[config.mk]
export PLATFORM = sky130hd
export DESIGN_NAME = tpc_ctrl
export DESIGN_NICKNAME = d
export VERILOG_FILES = /design/src/sv/tpc_pkg.sv /design/src/sv/tpc_ctrl.sv
export SDC_FILE = /design/constraint.sdc
export NUM_CORES = 1
export LEC_CHECK = 0
export ABC_AREA = 1
export BUFFER_PORTS_ARGS = -buffer_cell sky130_fd_sc_hd__buf_2
export CORE_ASPECT_RATIO = 1.5
export CORE_MARGIN = 3
export CORE_UTILIZATION = 64
export CTS_BUF_LIST = sky130_fd_sc_hd__clkbuf_8
export CTS_CLUSTER_SIZE = 14
export DETAILED_ROUTE_END_ITERATION = 16
export PLACE_DENSITY = 0.86
export RECOVER_POWER = 100
export SLEW_MARGIN = 10
export SYNTH_ARGS = -nofsm -noshare
export SYNTH_HDL_FRONTEND = slang
export SYNTH_SLANG_ARGS = --single-unit
[constraint.sdc]
create_clock -name clk -period 4.2 [get_ports clk]
set_clock_uncertainty 0.2 [all_clocks]
set_input_delay 0.84 -clock clk [delete_from_list [all_inputs] [get_ports clk]]
set_output_delay 0.84 -clock clk [all_outputs]
set_load 0.05 [all_outputs]
[src/sv/tpc_pkg.sv]
// tpc_pkg: types, constants and the clip plan function for the triangle plane clipper
// no dependencies; compiled first
`default_nettype none
package tpc_pkg;

	localparam int FRAC_BITS_DEF = 16;
	localparam int NFIELD        = 6;
	localparam int NVTX          = 3;
	localparam int DW            = 54;      // signed plane distance
	localparam int NW            = DW + 2;  // divider remainder
	localparam int AW            = 5;       // apb address bits

	localparam logic [2:0] REG_PX = 3'd0;
	localparam logic [2:0] REG_PY = 3'd1;
	localparam logic [2:0] REG_PZ = 3'd2;
	localparam logic [2:0] REG_NX = 3'd3;
	localparam logic [2:0] REG_NY = 3'd4;
	localparam logic [2:0] REG_NZ = 3'd5;

	typedef enum logic [2:0] {
		SRC_V0 = 3'd0,
		SRC_V1 = 3'd1,
		SRC_V2 = 3'd2,
		SRC_X0 = 3'd3,
		SRC_X1 = 3'd4
	} src_t;

	typedef enum logic [5:0] {
		ST_IDLE = 6'b000001,
		ST_DIST = 6'b000010,
		ST_PLAN = 6'b000100,
		ST_DIV  = 6'b001000,
		ST_MUL  = 6'b010000,
		ST_EMIT = 6'b100000
	} state_t;

	typedef struct packed {
		logic [NFIELD-1:0][31:0] f;   // pos x, y, z, tex u, v, w
		logic [23:0]             colour;
	} vtx_t;

	typedef struct packed {
		logic [2:0][31:0] point;
		logic [2:0][17:0] normal;
	} cfg_t;

	typedef struct packed {
		logic [2:0]       n_out;
		logic             need_cut;
		src_t [5:0]       src;
		logic [1:0][1:0]  cut_a;
		logic [1:0][1:0]  cut_b;
	} plan_t;

	typedef struct packed {
		logic       load;
		logic [1:0] vidx;
		logic       dist_mul;
		logic [1:0] axis;
		logic       dist_acc;
		logic       div_init;
		logic       div_step;
		logic [1:0] cut_a;
		logic [1:0] cut_b;
		logic       cj;
		logic       int_mul;
		logic [2:0] field;
		logic       int_wr;
		logic [2:0] wfield;
		src_t       out_src;
	} cmd_t;

	typedef struct packed {
		logic [2:0] is_in;
	} status_t;

	function automatic src_t vsrc(logic [1:0] i);
		return src_t'({1'b0, i});
	endfunction

	function automatic plan_t make_plan(logic [2:0] is_in);
		plan_t      p;
		logic [1:0] i0, i1, o0, o1;
		logic [1:0] ni;
		p  = '0;
		ni = 2'(is_in[0]) + 2'(is_in[1]) + 2'(is_in[2]);
		i0 = is_in[0] ? 2'd0 : (is_in[1] ? 2'd1 : 2'd2);
		i1 = is_in[2] ? 2'd2 : 2'd1;
		o0 = !is_in[0] ? 2'd0 : (!is_in[1] ? 2'd1 : 2'd2);
		o1 = !is_in[2] ? 2'd2 : 2'd1;
		for (int k = 0; k < 6; k++) p.src[k] = SRC_V0;
		if (is_in == 3'b111) begin
			p.n_out  = 3'd3;
			p.src[0] = SRC_V0;
			p.src[1] = SRC_V1;
			p.src[2] = SRC_V2;
		end else if (ni == 2'd1) begin
			p.n_out    = 3'd3;
			p.need_cut = 1'b1;
			p.cut_a[0] = i0;
			p.cut_b[0] = o0;
			p.cut_a[1] = i0;
			p.cut_b[1] = o1;
			p.src[0]   = vsrc(i0);
			p.src[1]   = SRC_X0;
			p.src[2]   = SRC_X1;
		end else if (ni == 2'd2) begin
			p.n_out    = 3'd6;
			p.need_cut = 1'b1;
			p.cut_a[0] = i0;
			p.cut_b[0] = o0;
			p.cut_a[1] = i1;
			p.cut_b[1] = o0;
			p.src[0]   = vsrc(i0);
			p.src[1]   = vsrc(i1);
			p.src[2]   = SRC_X0;
			p.src[3]   = vsrc(i1);
			p.src[4]   = SRC_X0;
			p.src[5]   = SRC_X1;
		end
		return p;
	endfunction

endpackage
`default_nettype wire

[src/sv/tpc_ctrl.sv]
// tpc_ctrl: sequencer for load, distance, plan, divide, interpolate and emit
// depends on tpc_pkg; commands tpc_dp
`default_nettype none
module tpc_ctrl #(
	parameter int FRAC_BITS = tpc_pkg::FRAC_BITS_DEF
) (
	input  wire logic             clk,
	input  wire logic             arst_n,
	input  wire logic             in_valid,
	output logic                  in_ready,
	output logic                  out_valid,
	input  wire logic             out_ready,
	output logic                  out_last,
	input  wire tpc_pkg::status_t status,
	output tpc_pkg::cmd_t         cmd
);
	import tpc_pkg::*;

	localparam int CW = $clog2(FRAC_BITS + 1);
	localparam logic [CW-1:0] DIV_LAST = CW'(FRAC_BITS);
	localparam logic [CW-1:0] MAC_LAST = CW'(3);
	localparam logic [CW-1:0] MUL_LAST = CW'(NFIELD);

	state_t      state_q;
	logic [1:0]  phase_q, vidx_q;
	logic [CW-1:0] cnt_q;
	logic        cj_q;
	plan_t       plan_q, plan_c;
	logic [2:0]  eidx_q;
	logic [1:0]  vidx_c;

	assign plan_c   = make_plan(status.is_in);
	assign vidx_c   = phase_q[1] ? 2'd2 : {1'b0, phase_q[0]};
	assign in_ready = state_q == ST_IDLE;
	assign out_valid = state_q == ST_EMIT;
	assign out_last = eidx_q == plan_q.n_out - 3'd1;

	always_comb begin
		cmd          = '0;
		cmd.vidx     = in_ready ? vidx_c : vidx_q;
		cmd.axis     = cnt_q[1:0];
		cmd.cut_a    = plan_q.cut_a[cj_q];
		cmd.cut_b    = plan_q.cut_b[cj_q];
		cmd.cj       = cj_q;
		cmd.field    = cnt_q[2:0];
		cmd.wfield   = cnt_q[2:0] - 3'd1;
		cmd.out_src  = plan_q.src[eidx_q];
		cmd.load     = in_ready && in_valid;
		cmd.dist_mul = state_q == ST_DIST && cnt_q != MAC_LAST;
		cmd.dist_acc = state_q == ST_DIST && cnt_q != '0;
		cmd.div_init = state_q == ST_DIV && cnt_q == '0;
		cmd.div_step = state_q == ST_DIV && cnt_q != '0;
		cmd.int_mul  = state_q == ST_MUL && cnt_q != MUL_LAST;
		cmd.int_wr   = state_q == ST_MUL && cnt_q != '0;
	end

	always_ff @(posedge clk or negedge arst_n) begin
		if (!arst_n) begin
			state_q <= ST_IDLE;
			phase_q <= '0;
			vidx_q  <= '0;
			cnt_q   <= '0;
			cj_q    <= 1'b0;
			plan_q  <= '0;
			eidx_q  <= '0;
		end else begin
			case (state_q)
				ST_IDLE: if (in_valid) begin
					vidx_q  <= vidx_c;
					phase_q <= phase_q[1] ? 2'd0 : phase_q + 2'd1;
					cnt_q   <= '0;
					state_q <= ST_DIST;
				end
				ST_DIST: begin
					cnt_q <= cnt_q + CW'(1);
					if (cnt_q == MAC_LAST) state_q <= (vidx_q == 2'd2) ? ST_PLAN : ST_IDLE;
				end
				ST_PLAN: begin
					plan_q <= plan_c;
					cnt_q  <= '0;
					cj_q   <= 1'b0;
					eidx_q <= '0;
					if (plan_c.n_out == 3'd0) state_q <= ST_IDLE;
					else if (plan_c.need_cut) state_q <= ST_DIV;
					else state_q <= ST_EMIT;
				end
				ST_DIV: begin
					if (cnt_q == DIV_LAST) begin
						cnt_q   <= '0;
						state_q <= ST_MUL;
					end else begin
						cnt_q <= cnt_q + CW'(1);
					end
				end
				ST_MUL: begin
					if (cnt_q == MUL_LAST) begin
						cnt_q   <= '0;
						cj_q    <= 1'b1;
						state_q <= cj_q ? ST_EMIT : ST_DIV;
					end else begin
						cnt_q <= cnt_q + CW'(1);
					end
				end
				ST_EMIT: if (out_ready) begin
					eidx_q <= eidx_q + 3'd1;
					if (out_last) state_q <= ST_IDLE;
				end
				default: state_q <= ST_IDLE;
			endcase
		end
	end
endmodule
`default_nettype wire

==> results_dict.tcl <==
set metrics [dict create \
    crit_fanout 6 \
    cts_buffer_depth 2 \
    synth_top_family_by_area "simple AND/OR/NAND/NOR gates" \
    max_freq_mhz 316 \
    setup.worst_path.start_class "register" \
    rr_startpoint "state_q[4]$_DFFE_PN0P_" \
    leakagePower_nw 1.24 \
    synthesis.area_mm2 0.00231 \
    hold_class "reg2reg" \
    cts_hold_buf 0 \
    power_mw 1.77 \
    die_h_um 79.6 \
    finalCritPeriodShare 0.753 \
    place_congestion 0.861 \
    grt_max_degree 36 \
    cts_tree "built" \
    timing.rr.end "plan_q[1]$_DFFE_PN0P_" \
    grt_pass1_wl_mm 8.09 \
    grt_antenna_before_repair 0 \
    start_util 0.670 \
    layout_commonest_cell "nand2_1" \
    synthSimpleGateAreaFrac 0.292 \
    powerDensity_mw_per_mm2 725 \
    yosysSeqAreaShare 0.380 \
    drive_above_1_share 0.110 \
    core-area_mm2 0.00345 \
    synth-edff-count 0 \
    cp-end-kind "output port" \
    syn_to_final_growth_pct 5.63 \
    num_vias 1970 \
    nets 343 \
    async_flop_share 1.00 \
    r2r_setup_slack_ps 1560 \
    yosys_warnings 0 \
    post-cts-setup-buffers 0 \
    setup_viol 0 \
    layout_common_cells "nand2_1 (60), inv_1 (46), dfrtp_1 (34)" \
    dr.pass1.iters 4 \
    first_iter_violations 48 \
    timing.final.crit_period_ps 3160 \
    required_ps 3160 \
    synth-compound-area-share 0.130 \
    critPathKind "reg2out" \
    rows 26 \
    dieWidth_um 55.1 \
    grt_use_total 0.251 \
    drc_errors 0 \
    clock-sinks 35 \
    htreeDepth 2 \
    io_buffers 34 \
    stdcell_area_mm2 0.00244 \
    synth_nets 315 \
    setup.worst_path.end "cmd[24]" \
    syn_inst 298 \
    violations "max-capacitance violations, max-slew violations" \
    r2r_cells 5 \
    yosys_register_bits 35 \
    synthMuxAreaShare 0 \
    die_area_mm2 0.00438 \
    grt_setup_unrepaired "no" \
    cts_resized 0 \
    grt_pass1_vias 1948 \
    timing.setup.tns_ps 0 \
    ant_nets 0 \
    worstMarginPinSlew_ps 1810 \
    synthXorXnorAreaFrac 0.0190 \
    cts_buffers 5 \
    layoutNonFillerInstCount 369 \
    maxSlewHeadroom -0.206 \
    grt_overflow 0 \
    cap_violations 1 \
    hold_viol_final 0 \
    ioPinCount 35 \
    routed_via_density 5.34 \
    synthAdderAreaFrac 0.0574 \
    cp.arrival_ps 2120 \
    whs_ps 286 \
    insertion_delay_ps 290 \
    n_antenna_cell 0 \
    maxSlewViolCount 36 \
    post_drt_wl_per_cell_um 12.6 \
    crit_start "state_q[4]$_DFFE_PN0P_" \
    status "finished with violations" \
    yosysUniqueCellTypes 38 \
    cts-root-buf "clkbuf_8" \
    synth.avg_cell_area_um2 7.75 \
    dp_cells 361 \
    dpl_cell_area_mm2 0.00244 \
    clkTransAtPathRegs_ps 70 \
    ir_drop_mv 0.592 \
    wirelength_mm 4.66 \
    dp_hpwl_mm 3.63 \
    synth_top_flop_cell "dfrtp_1" \
]
[cell families (layout without fill, tap and decap cells)]
group | Yosys count | in the layout
xor gates and xnor gates | 5 | 5
and+or+nand+nor | 134 | 134
buffers and inverters | 63 | 92
DFF | 35 | 35
adders and majority gates | 10 | 10
AOI/OAI and AO/OA | 51 | 51
[sequential cells by signal (all words and copies together) (netlist names)]
name,flops
eidx_q,3
cnt_q,5
plan_q,17
state_q,6
vidx_q,2
cj_q,1
phase_q,1
[critical path: stages (launching register included)]
cell and delay [ps]:
dfrtp_1 420, nor2_1 310, nand3_1 280, nor2_1 330
clkbuf_1 500
[report_power, final]
group	total [mW]	switching, mW	leakage, nW	internal, mW
clock network	0.256	0.123	0.0474	0.134
logic	0.972	0.748	0.780	0.224
registers	0.541	0.0924	0.409	0.449
[final cells by class]
type | count | area, µm²
clock buffer | 6 | 82.6
timing repair buffer | 34 | 133
fill | 321 | 1010
clock inverter | 2 | 16.3
inverter | 50 | 188
sequential | 35 | 877
tap | 42 | 52.6
multi-input combinational | 200 | 1090
[per-layer routing]
metal / track usage / wire, µm / vias to the layer above
met1: 0.271 / 1910 / 915
met3: 0.0542 / 152 / 10
li1: - / - / 1008
met2: 0.437 / 2490 / 37
met4: 0.129 / 107 / 0
met5: 0 / 0 / -
[metrics by stage]
stage | utilization | setup WS, ps
finish | 0.708 | 1040
global route | 0.708 | 854
CTS | 0.736 | 1390
detailed placement | 0.707 | 1390
global placement | 0.707 | 1510
floorplan | - | 502
[worst min-delay path by stage]
| stage | from | end | slack [ps] | depth (start not counted) |
|---|---|---|---|---|
| 2_1_floorplan | plan_q[17]$_DFFE_PN0P_ | plan_q[17]$_DFFE_PN0P_ | 250 | 2 |
| 3_3_place_gp | plan_q[6]$_DFFE_PN0P_ | plan_q[6]$_DFFE_PN0P_ | 270 | 2 |
| 3_5_place_dp | plan_q[17]$_DFFE_PN0P_ | plan_q[17]$_DFFE_PN0P_ | 270 | 2 |
| 4_1_cts | plan_q[2]$_DFFE_PN0P_ | plan_q[2]$_DFFE_PN0P_ | 290 | 2 |
| 5_1_grt | plan_q[15]$_DFFE_PN0P_ | plan_q[15]$_DFFE_PN0P_ | 310 | 2 |
| 6_report | plan_q[2]$_DFFE_PN0P_ | plan_q[2]$_DFFE_PN0P_ | 290 | 2 |
[cell usage after synthesis (3+ instances only)]
library cell | number | area, µm²
nand2_1 | 59 | 221
dfrtp_1 | 34 | 851
buf_2 | 3 | 15.0
nor2_2 | 6 | 37.5
o21ai_1 | 3 | 15.0
buf_4 | 7 | 52.6
nand4_1 | 3 | 18.8
o21ai_2 | 3 | 26.3
nand2_2 | 7 | 43.8
o21ai_0 | 26 | 130
nor2_1 | 20 | 75.1
nor2_4 | 5 | 56.3
xor2_1 | 4 | 35.0
ha_1 | 9 | 113
inv_2 | 5 | 18.8
nand3_1 | 25 | 125
inv_1 | 45 | 169
a21oi_1 | 8 | 40.0
Note: power is estimated with default switching activity, not from simulation.
