$ cat config.mk
export PLATFORM = sky130hd
export DESIGN_NAME = tpc_cfg
export DESIGN_NICKNAME = d
export VERILOG_FILES = /design/src/sv/tpc_pkg.sv /design/src/sv/tpc_cfg.sv
export SDC_FILE = /design/constraint.sdc
export NUM_CORES = 1
export LEC_CHECK = 0
export ABC_AREA = 1
export BUFFER_PORTS_ARGS = -buffer_cell sky130_fd_sc_hd__buf_2
export CAP_MARGIN = 20
export CORE_MARGIN = 5
export CORE_UTILIZATION = 35
export DETAILED_ROUTE_END_ITERATION = 6
export GPL_TIMING_DRIVEN = 0
export PLACE_DENSITY_LB_ADDON = 0.08
export SLEW_MARGIN = 10
export SYNTH_ARGS = -nofsm -noshare
export SYNTH_HDL_FRONTEND = slang
export SYNTH_SLANG_ARGS = --single-unit
$ cat constraint.sdc
create_clock -name clk -period 1.6 [get_ports clk]
set_input_delay 0.16 -clock clk [delete_from_list [all_inputs] [get_ports clk]]
set_output_delay 0.16 -clock clk [all_outputs]
set_load 0.02 [all_outputs]
$ cat src/sv/tpc_pkg.sv
// tpc_pkg: types, constants and the clip plan function for the triangle plane clipper
// no dependencies; compiled first
`default_nettype none
package tpc_pkg;

	localparam int FRAC_BITS_DEF = 16;
	localparam int NFIELD        = 6;
	localparam int NVTX          = 3;
	localparam int DW            = 54;      // signed plane distance
	localparam int NW            = DW + 2;  // divider remainder
	localparam int AW            = 5;       // apb address bits

	localparam logic [2:0] REG_PX = 3'd0;
	localparam logic [2:0] REG_PY = 3'd1;
	localparam logic [2:0] REG_PZ = 3'd2;
	localparam logic [2:0] REG_NX = 3'd3;
	localparam logic [2:0] REG_NY = 3'd4;
	localparam logic [2:0] REG_NZ = 3'd5;

	typedef enum logic [2:0] {
		SRC_V0 = 3'd0,
		SRC_V1 = 3'd1,
		SRC_V2 = 3'd2,
		SRC_X0 = 3'd3,
		SRC_X1 = 3'd4
	} src_t;

	typedef enum logic [5:0] {
		ST_IDLE = 6'b000001,
		ST_DIST = 6'b000010,
		ST_PLAN = 6'b000100,
		ST_DIV  = 6'b001000,
		ST_MUL  = 6'b010000,
		ST_EMIT = 6'b100000
	} state_t;

	typedef struct packed {
		logic [NFIELD-1:0][31:0] f;   // pos x, y, z, tex u, v, w
		logic [23:0]             colour;
	} vtx_t;

	typedef struct packed {
		logic [2:0][31:0] point;
		logic [2:0][17:0] normal;
	} cfg_t;

	typedef struct packed {
		logic [2:0]       n_out;
		logic             need_cut;
		src_t [5:0]       src;
		logic [1:0][1:0]  cut_a;
		logic [1:0][1:0]  cut_b;
	} plan_t;

	typedef struct packed {
		logic       load;
		logic [1:0] vidx;
		logic       dist_mul;
		logic [1:0] axis;
		logic       dist_acc;
		logic       div_init;
		logic       div_step;
		logic [1:0] cut_a;
		logic [1:0] cut_b;
		logic       cj;
		logic       int_mul;
		logic [2:0] field;
		logic       int_wr;
		logic [2:0] wfield;
		src_t       out_src;
	} cmd_t;

	typedef struct packed {
		logic [2:0] is_in;
	} status_t;

	function automatic src_t vsrc(logic [1:0] i);
		return src_t'({1'b0, i});
	endfunction

	function automatic plan_t make_plan(logic [2:0] is_in);
		plan_t      p;
		logic [1:0] i0, i1, o0, o1;
		logic [1:0] ni;
		p  = '0;
		ni = 2'(is_in[0]) + 2'(is_in[1]) + 2'(is_in[2]);
		i0 = is_in[0] ? 2'd0 : (is_in[1] ? 2'd1 : 2'd2);
		i1 = is_in[2] ? 2'd2 : 2'd1;
		o0 = !is_in[0] ? 2'd0 : (!is_in[1] ? 2'd1 : 2'd2);
		o1 = !is_in[2] ? 2'd2 : 2'd1;
		for (int k = 0; k < 6; k++) p.src[k] = SRC_V0;
		if (is_in == 3'b111) begin
			p.n_out  = 3'd3;
			p.src[0] = SRC_V0;
			p.src[1] = SRC_V1;
			p.src[2] = SRC_V2;
		end else if (ni == 2'd1) begin
			p.n_out    = 3'd3;
			p.need_cut = 1'b1;
			p.cut_a[0] = i0;
			p.cut_b[0] = o0;
			p.cut_a[1] = i0;
			p.cut_b[1] = o1;
			p.src[0]   = vsrc(i0);
			p.src[1]   = SRC_X0;
			p.src[2]   = SRC_X1;
		end else if (ni == 2'd2) begin
			p.n_out    = 3'd6;
			p.need_cut = 1'b1;
			p.cut_a[0] = i0;
			p.cut_b[0] = o0;
			p.cut_a[1] = i1;
			p.cut_b[1] = o0;
			p.src[0]   = vsrc(i0);
			p.src[1]   = vsrc(i1);
			p.src[2]   = SRC_X0;
			p.src[3]   = vsrc(i1);
			p.src[4]   = SRC_X0;
			p.src[5]   = SRC_X1;
		end
		return p;
	endfunction

endpackage
`default_nettype wire

$ cat src/sv/tpc_cfg.sv
// tpc_cfg: apb register file holding the clip plane point and normal
// depends on tpc_pkg
`default_nettype none
module tpc_cfg (
	input  wire logic                  clk,
	input  wire logic                  arst_n,
	input  wire logic                  psel,
	input  wire logic                  penable,
	input  wire logic                  pwrite,
	input  wire logic [tpc_pkg::AW-1:0] paddr,
	input  wire logic [31:0]           pwdata,
	output logic      [31:0]           prdata,
	output logic                       pready,
	output tpc_pkg::cfg_t              cfg
);
	import tpc_pkg::*;

	cfg_t       cfg_q;
	logic [2:0] idx;

	assign idx    = paddr[AW-1:2];
	assign pready = 1'b1;
	assign cfg    = cfg_q;

	always_ff @(posedge clk or negedge arst_n) begin
		if (!arst_n) begin
			cfg_q.point  <= '0;
			cfg_q.normal <= {18'd65536, 18'd0, 18'd0};
		end else if (psel && penable && pwrite) begin
			case (idx)
				REG_PX: cfg_q.point[0]  <= pwdata;
				REG_PY: cfg_q.point[1]  <= pwdata;
				REG_PZ: cfg_q.point[2]  <= pwdata;
				REG_NX: cfg_q.normal[0] <= pwdata[17:0];
				REG_NY: cfg_q.normal[1] <= pwdata[17:0];
				REG_NZ: cfg_q.normal[2] <= pwdata[17:0];
				default: ;
			endcase
		end
	end

	always_comb begin
		case (idx)
			REG_PX:  prdata = cfg_q.point[0];
			REG_PY:  prdata = cfg_q.point[1];
			REG_PZ:  prdata = cfg_q.point[2];
			REG_NX:  prdata = {{14{cfg_q.normal[0][17]}}, cfg_q.normal[0]};
			REG_NY:  prdata = {{14{cfg_q.normal[1][17]}}, cfg_q.normal[1]};
			REG_NZ:  prdata = {{14{cfg_q.normal[2][17]}}, cfg_q.normal[2]};
			default: prdata = '0;
		endcase
	end
endmodule
`default_nettype wire

==> impl_metrics.env, run 1 <==
export IMPL_worstSkewPairLatency_ns=0.42
export IMPL_synth_cells=971
export IMPL_slew_headroom_pct=56.5
export IMPL_syn_cell_area_um2=7520
export IMPL_grt_max_degree=78
export IMPL_first_iter_violations=511
export IMPL_rsz0062_at_grt="true"
export IMPL_gp_congestion=0.859
export IMPL_cp_depth=6
export IMPL_seq_area_frac_synth_pct=50.0
export IMPL_crit_arrival_ns=1.52
export IMPL_crit_path_max_fanout=10
export IMPL_cts_tree="yes"
export IMPL_cts_root_buffer="clkbuf_16"
export IMPL_hold_violations=0
export IMPL_synthesis_nets=1013
export IMPL_synth_avg_cell_area_um2=7.74
export IMPL_clock_sinks=150
export IMPL_timing_setup_tns_ns=-0.837
export IMPL_critPathBufInv=2
export IMPL_cts_made_buffers=17
export IMPL_p_total_mw=13.5
export IMPL_wl_per_cell_um=19.9
export IMPL_yosysMostFrequentCell="nand2_1"
export IMPL_reg2regPathDepth=3
export IMPL_drc=0
export IMPL_routed_wl_um=30600
export IMPL_setup_slack_ns=-0.0777
export IMPL_crit_path_start_kind="flip-flop"
export IMPL_diodes=0
export IMPL_via_per_inst=5.04
export IMPL_synth_top_cells_by_count="nand2_1 (308), dfrtp_1 (149), o21ai_0 (124), inv_1 (78), nor2_1 (73)"
export IMPL_start_util_pct=35.6
export IMPL_core_area_um2=21100
export IMPL_cp_top_family="simple AND/OR/NAND/NOR gates"
export IMPL_via_count=7758
export IMPL_grt_pass1_wl_um=46100
export IMPL_ys_types=27
export IMPL_period_needed_ns=1.68
export IMPL_drive_above_1_share_pct=29.9
export IMPL_synth_fa_ha_area_share_pct=0
export IMPL_hold_class="in2reg"
export IMPL_finalSetupViolCount=15
export IMPL_clk_path_buf_depth=2
export IMPL_synth_xor_xnor_area_share_pct=0
export IMPL_ir_drop_uv=791
export IMPL_first_global_vias=7653
export IMPL_synth_top_cell_area_share_pct=49.6
export IMPL_antenna_found_initial=0
export IMPL_ys_flop_type="dfrtp_1"
export IMPL_holdCritStartpoint="pwdata[16]"
export IMPL_portBuffers=220
export IMPL_pin_count=225
export IMPL_dr_pass1_iters=7
export IMPL_ys_async_sr_fraction_pct=100
export IMPL_synth_warnings=0
export IMPL_finalCritPeriodShare_pct=105
export IMPL_dp_hpwl_um=22300
export IMPL_crit_chain="nand4_1, nand2_4, buf_12, nor2_2, nand2_1, buf_2"
export IMPL_slowest_delay_ns=0.38
export IMPL_end_kind="primary output"
export IMPL_synth_compound_area_share_pct=11.5
export IMPL_overflow=0
export IMPL_required_ns=1.44
export IMPL_r2r_start="cfg[52]"
export IMPL_die_w_um=157
export IMPL_p_per_area_nw_per_um2=1320
export IMPL_path_clk_slew_ns=0.06
export IMPL_largest_reg_flops=150
export IMPL_die_area_um2=24500
export IMPL_synthMuxAreaShare_pct=0
export IMPL_power_leakage_nw=5.69
export IMPL_fmax_mhz=596
export IMPL_violations="negative setup slack"
export IMPL_rows=53
export IMPL_ys_ff_latch=150
export IMPL_ant_nets=0
export IMPL_htree_levels=4
export IMPL_cp_startpoint="cfg[53]"
export IMPL_slew_viol_final=0
export IMPL_critPathSlowestCell="dfrtp_1"
export IMPL_path_class="reg2out"
export IMPL_holdPathStages=3
export IMPL_final_nets=1294
export IMPL_synth_edff_count=0
export IMPL_synthSimpleGateAreaFrac_pct=29.8
export IMPL_synth_top_family_by_area="simple AND/OR/NAND/NOR gates"
export IMPL_area_growth_syn_to_layout_pct=36.5
export IMPL_cap_violations=0
export IMPL_clock_skew_final_ns=0
export IMPL_status="finished, violations left"
export IMPL_grt_total_usage_pct=24.9
export IMPL_fp_dieH_um=157
export IMPL_synthTopCellsByArea="dfrtp_1 (50%), nand2_1 (15%), o21ai_0 (8.3%)"
export IMPL_synth_top_cell_by_area="dfrtp_1"
export IMPL_worstMarginPinSlew_ns=0.653
## cell usage in the layout, fill, tap and decap left out, types with 19 or more instances in the layout
| cell | synthesis | layout |
|---|---|---|
| inv_1 | 78 | 78 |
| o21ai_0 | 124 | 124 |
| nand2_1 | 308 | 300 |
| o21ai_1 | 26 | 26 |
| nor2_1 | 73 | 52 |
| clkbuf_1 | 21 | 19 |
| nand4_1 | 66 | 66 |
| buf_2 | 29 | 230 |
| nand3_1 | 42 | 41 |
| dfrtp_1 | 149 | 149 |
| buf_4 | 12 | 44 |
## cells by family after synthesis
kind of cell           after synthesis
buffers and inverters              150
DFF                                150
and+or+nand+nor                    505
AOI/OAI and AO/OA                  165
other                                1
## metal layers
layer	wire length [µm]	global-route usage [%]	share of wire (%)	vias up
li1	-	-	-	3728
met1	13700	34.2	45	3680
met2	13800	38.5	45	306
met3	2290	6.28	7.5	44
met4	780	8.55	2.5	0
met5	0	0	0	-
## final timing paths
kind                               to  slack, ns
max in group asynchronous     cfg[65]       0.49
min in group asynchronous     cfg[89]       0.31
min                           cfg[52]      0.008
max                        prdata[24]      -0.08
max reg2reg                   cfg[52]       0.77
min reg2reg                   cfg[89]       0.51
## timing repair
item | in CTS | in global routing
resized for setup | 44 | 49
setup endpoints to repair | 32 | 32
pin swaps | 6 | 8
hold endpoints to repair | 92 | 0
setup buffers | 10 | 16
hold buffers | 15 | 0
## through the flow
step	hold WS [ns]	cells	area [µm²]	util, %	setup WS (ns)
global placement	0.389	1466	8960	42.5	-2.10
finish	0.00831	1540	10300	48.7	-0.0777
global route	0.000910	1540	10300	48.7	-0.156
floorplan	-0.136	971	7520	-	0.249
detailed placement	0.188	1467	9000	42.7	-0.185
CTS	0.00375	1524	10000	47.5	-0.0975
## report_power, final
group	total [mW]	internal (mW)	switching [mW]	leakage, nW
sequential	5.12	4.52	0.594	1.92
clock	4.53	2.93	1.60	0.320
combinational	3.87	1.30	2.57	3.45
total	13.5	8.76	4.76	5.69
## worst reg2reg max path: stages, from the launching register on
cell	delay [ns]
dfstp_2	0.53
buf_4	0.10
o21ai_0	0.07
nand2_1	0.08
## final cells by class
cell class	instances	area (µm²)
buffer	69	450
clock buffer	24	492
clock inverter	8	168
fill	2134	10800
inverter	81	304
multi-input combinational	671	3220
sequential	150	3750
tap	275	344
timing repair buffer	262	1520
(Power assumes the default switching activity.)
==> run 2, diff against run 1 <==
Settings changed: CORE_ASPECT_RATIO set to 1.25.
==> run 2 against run 1 <==
The flow still finishes with violations (negative setup slack). Routed wire length is 4.5% higher. Sequential share of layout area is 0.13 points lower. Worst setup slack better by 0.0013 ns. Register-to-register slack hardly changed. Power is 4.1% lower. Non-clock buffer count is 1 higher. Flip-flop and latch count stayed put. Sequential power hardly changed. Highest routed layer unchanged.
==> impl_metrics.env, run 2 (synthesis gave the netlist of run 1 again) <==
export IMPL_crit_top_cell="buf_6"
export IMPL_cp_top_family="simple AND/OR/NAND/NOR gates"
export IMPL_r2r_start="cfg[52]"
export IMPL_period_needed_ns=1.68
export IMPL_overflow=0
export IMPL_cell_internal_pwr_mw=7.98
export IMPL_grt_total_usage_pct=25.9
export IMPL_first_iter_violations=513
export IMPL_slowest_delay_ns=0.39
export IMPL_crit_arrival_ns=1.52
export IMPL_drive_above_1_share_pct=31.2
export IMPL_final_cell_mix="nand2_1 (291), buf_2 (217), dfrtp_1 (147), o21ai_0 (124), inv_1 (78)"
export IMPL_clock_skew_final_ns=0
export IMPL_gp_congestion=0.853
export IMPL_slew_viol_final=0
export IMPL_hold_class="in2reg"
export IMPL_clk_path_buf_depth=2
export IMPL_pin_count=225
export IMPL_crit_path_max_fanout=5
export IMPL_stdcell_area_um2=10300
export IMPL_final_util_pct=48.3
export IMPL_core_area_um2=21300
export IMPL_wl_per_cell_um=20.7
export IMPL_p_sw_mw=4.98
export IMPL_first_global_vias=7872
export IMPL_multi_input_comb_area_um2=3260
export IMPL_cap_violations=0
export IMPL_hold_violations=0
export IMPL_finalSetupViolCount=16
export IMPL_grt_pass1_wl_um=48000
export IMPL_setup_slack_ns=-0.0764
export IMPL_holdPathStages=3
export IMPL_rsz0062_at_grt="true"
export IMPL_layout_commonest_cell="nand2_1"
export IMPL_violations="negative setup slack"
export IMPL_worstMarginPinSlew_ns=0.615
export IMPL_area_growth_syn_to_layout_pct=37.1
export IMPL_swShare_pct=38.4
export IMPL_power_leakage_nw=5.65
export IMPL_path_class="reg2out"
export IMPL_cts_made_buffers=17
export IMPL_largest_reg_flops=150
export IMPL_dr_pass1_iters=5
export IMPL_seqCellArea_um2=3760
export IMPL_end_kind="primary output"
export IMPL_slew_headroom_pct=59.0
export IMPL_finalCritPeriodShare_pct=105
export IMPL_place_inst=1471
export IMPL_routed_wl_um=32000
export IMPL_critPathBufInv=2
export IMPL_portBuffers=220
export IMPL_postPlaceCellArea_um2=9000
export IMPL_p_per_area_nw_per_um2=1260
export IMPL_rows=60
export IMPL_fp_dieH_um=174
export IMPL_crit_chain="nand4_1, nand2_4, buf_6, nor2_2, nand2_1, buf_6"
export IMPL_crit_path_start_kind="flip-flop"
export IMPL_required_ns=1.44
export IMPL_r2r_slack_ns=0.76
export IMPL_p_seq_share_pct=39.5
export IMPL_via_count=7874
export IMPL_via_per_inst=5.10
export IMPL_clock_sinks=150
export IMPL_antenna_found_initial=0
export IMPL_power_frac_comb_pct=30.7
export IMPL_htree_levels=4
export IMPL_fin_cells=1545
export IMPL_clockPowerShare_pct=29.8
export IMPL_reg2regPathDepth=3
export IMPL_holdCritStartpoint="pwdata[5]"
export IMPL_start_util_pct=35.3
export IMPL_critPathSlowestCell="dfrtp_1"
export IMPL_cts_root_buffer="clkbuf_16"
export IMPL_fmax_mhz=597
export IMPL_whs_endpoint="cfg[5]"
export IMPL_cts_tree="yes"
export IMPL_diodes=0
export IMPL_num_fill_cells=2190
export IMPL_die_w_um=141
export IMPL_worstSkewPairLatency_ns=0.44
export IMPL_die_area_um2=24500
export IMPL_drc=0
export IMPL_path_clk_slew_ns=0.07
export IMPL_status="finished, violations left"
export IMPL_hold_ws_ns=0.00669
export IMPL_final_nets=1295
export IMPL_ant_nets=0
export IMPL_ir_drop_uv=818
export IMPL_reg2reg_to="cfg[52]"
export IMPL_dp_hpwl_um=23400
export IMPL_grt_max_degree=88
export IMPL_timing_setup_tns_ns=-0.972
[run 2: cell types whose count changed in the layout (fill, tap and decap cells not counted), sizes merged]
cell         previous run  this run
clkbuf                 48        42
bufinv                  5         0
clkinvlp                1         6
inv                    81        84
clkinv                  2         4
buf                   292       293
dlygate4sd3            15        16
[run 2: how the worst max path moves through the flow]
stage,start,end,depth (start not counted)
after floorplan,paddr[3],prdata[17],8
after global placement,arst_n,cfg[21],1
after detailed placement,paddr[3],prdata[12],8
after CTS,cfg[53],prdata[18],6
after global routing,cfg[53],prdata[31],6
final,cfg[53],prdata[31],6
[run 2: cell type report]
type                    count  area share [%]
flip-flops and latches    150            36.5
multi-input cells         671            31.6
repair buffers            263            15.9
clock buffers              19            4.40
plain buffers              69            4.29
well taps                 279            3.39
inverters                  81            2.95
clock inverters            13           0.959
[run 2: worst min-delay path, delay by kind of cell]
kind | cells | cell delay, ns
buf+inv | 1 | 0.13
simple gates | 2 | 0.12
[run 2: per-layer routing]
metal | part of all wire [%] | track usage (%) | wire, µm | vias to the layer above
met2 | 51 | 44.6 | 16200 | 280
met5 | 0 | 0 | 0 | -
met3 | 6.1 | 5.22 | 1950 | 38
li1 | - | - | - | 3727
met4 | 2.0 | 7.19 | 626 | 0
met1 | 41 | 33.1 | 13200 | 3829
[run 2: power groups by stage]
stage	Combinational, mW	Sequential, mW	Clock, mW
final	3.98	5.12	3.86
after CTS	3.82	5.14	3.87
after detailed placement	3.58	5.21	0
after global routing	4.33	5.21	4.02
after floorplan	1.18	5.95	0
after global placement	3.53	5.21	0
[run 2: metrics by stage]
step	power (mW)	worst slack, ns
finish	13.0	-0.0764
global placement	8.75	-2.09
global route	13.6	-0.127
detailed placement	8.79	-0.293
floorplan	7.13	0.249
CTS	12.8	-0.0994
[run 2: repair_timing]
action / in CTS / in global routing
hold buffers: 15 / 1
hold endpoints to repair: 88 / 1
setup buffers: 7 / 18
pin swaps: 32 / 27
gates resized for setup: 91 / 45
endpoints found under the setup margin: 32 / 32
gates cloned: 1 / 0
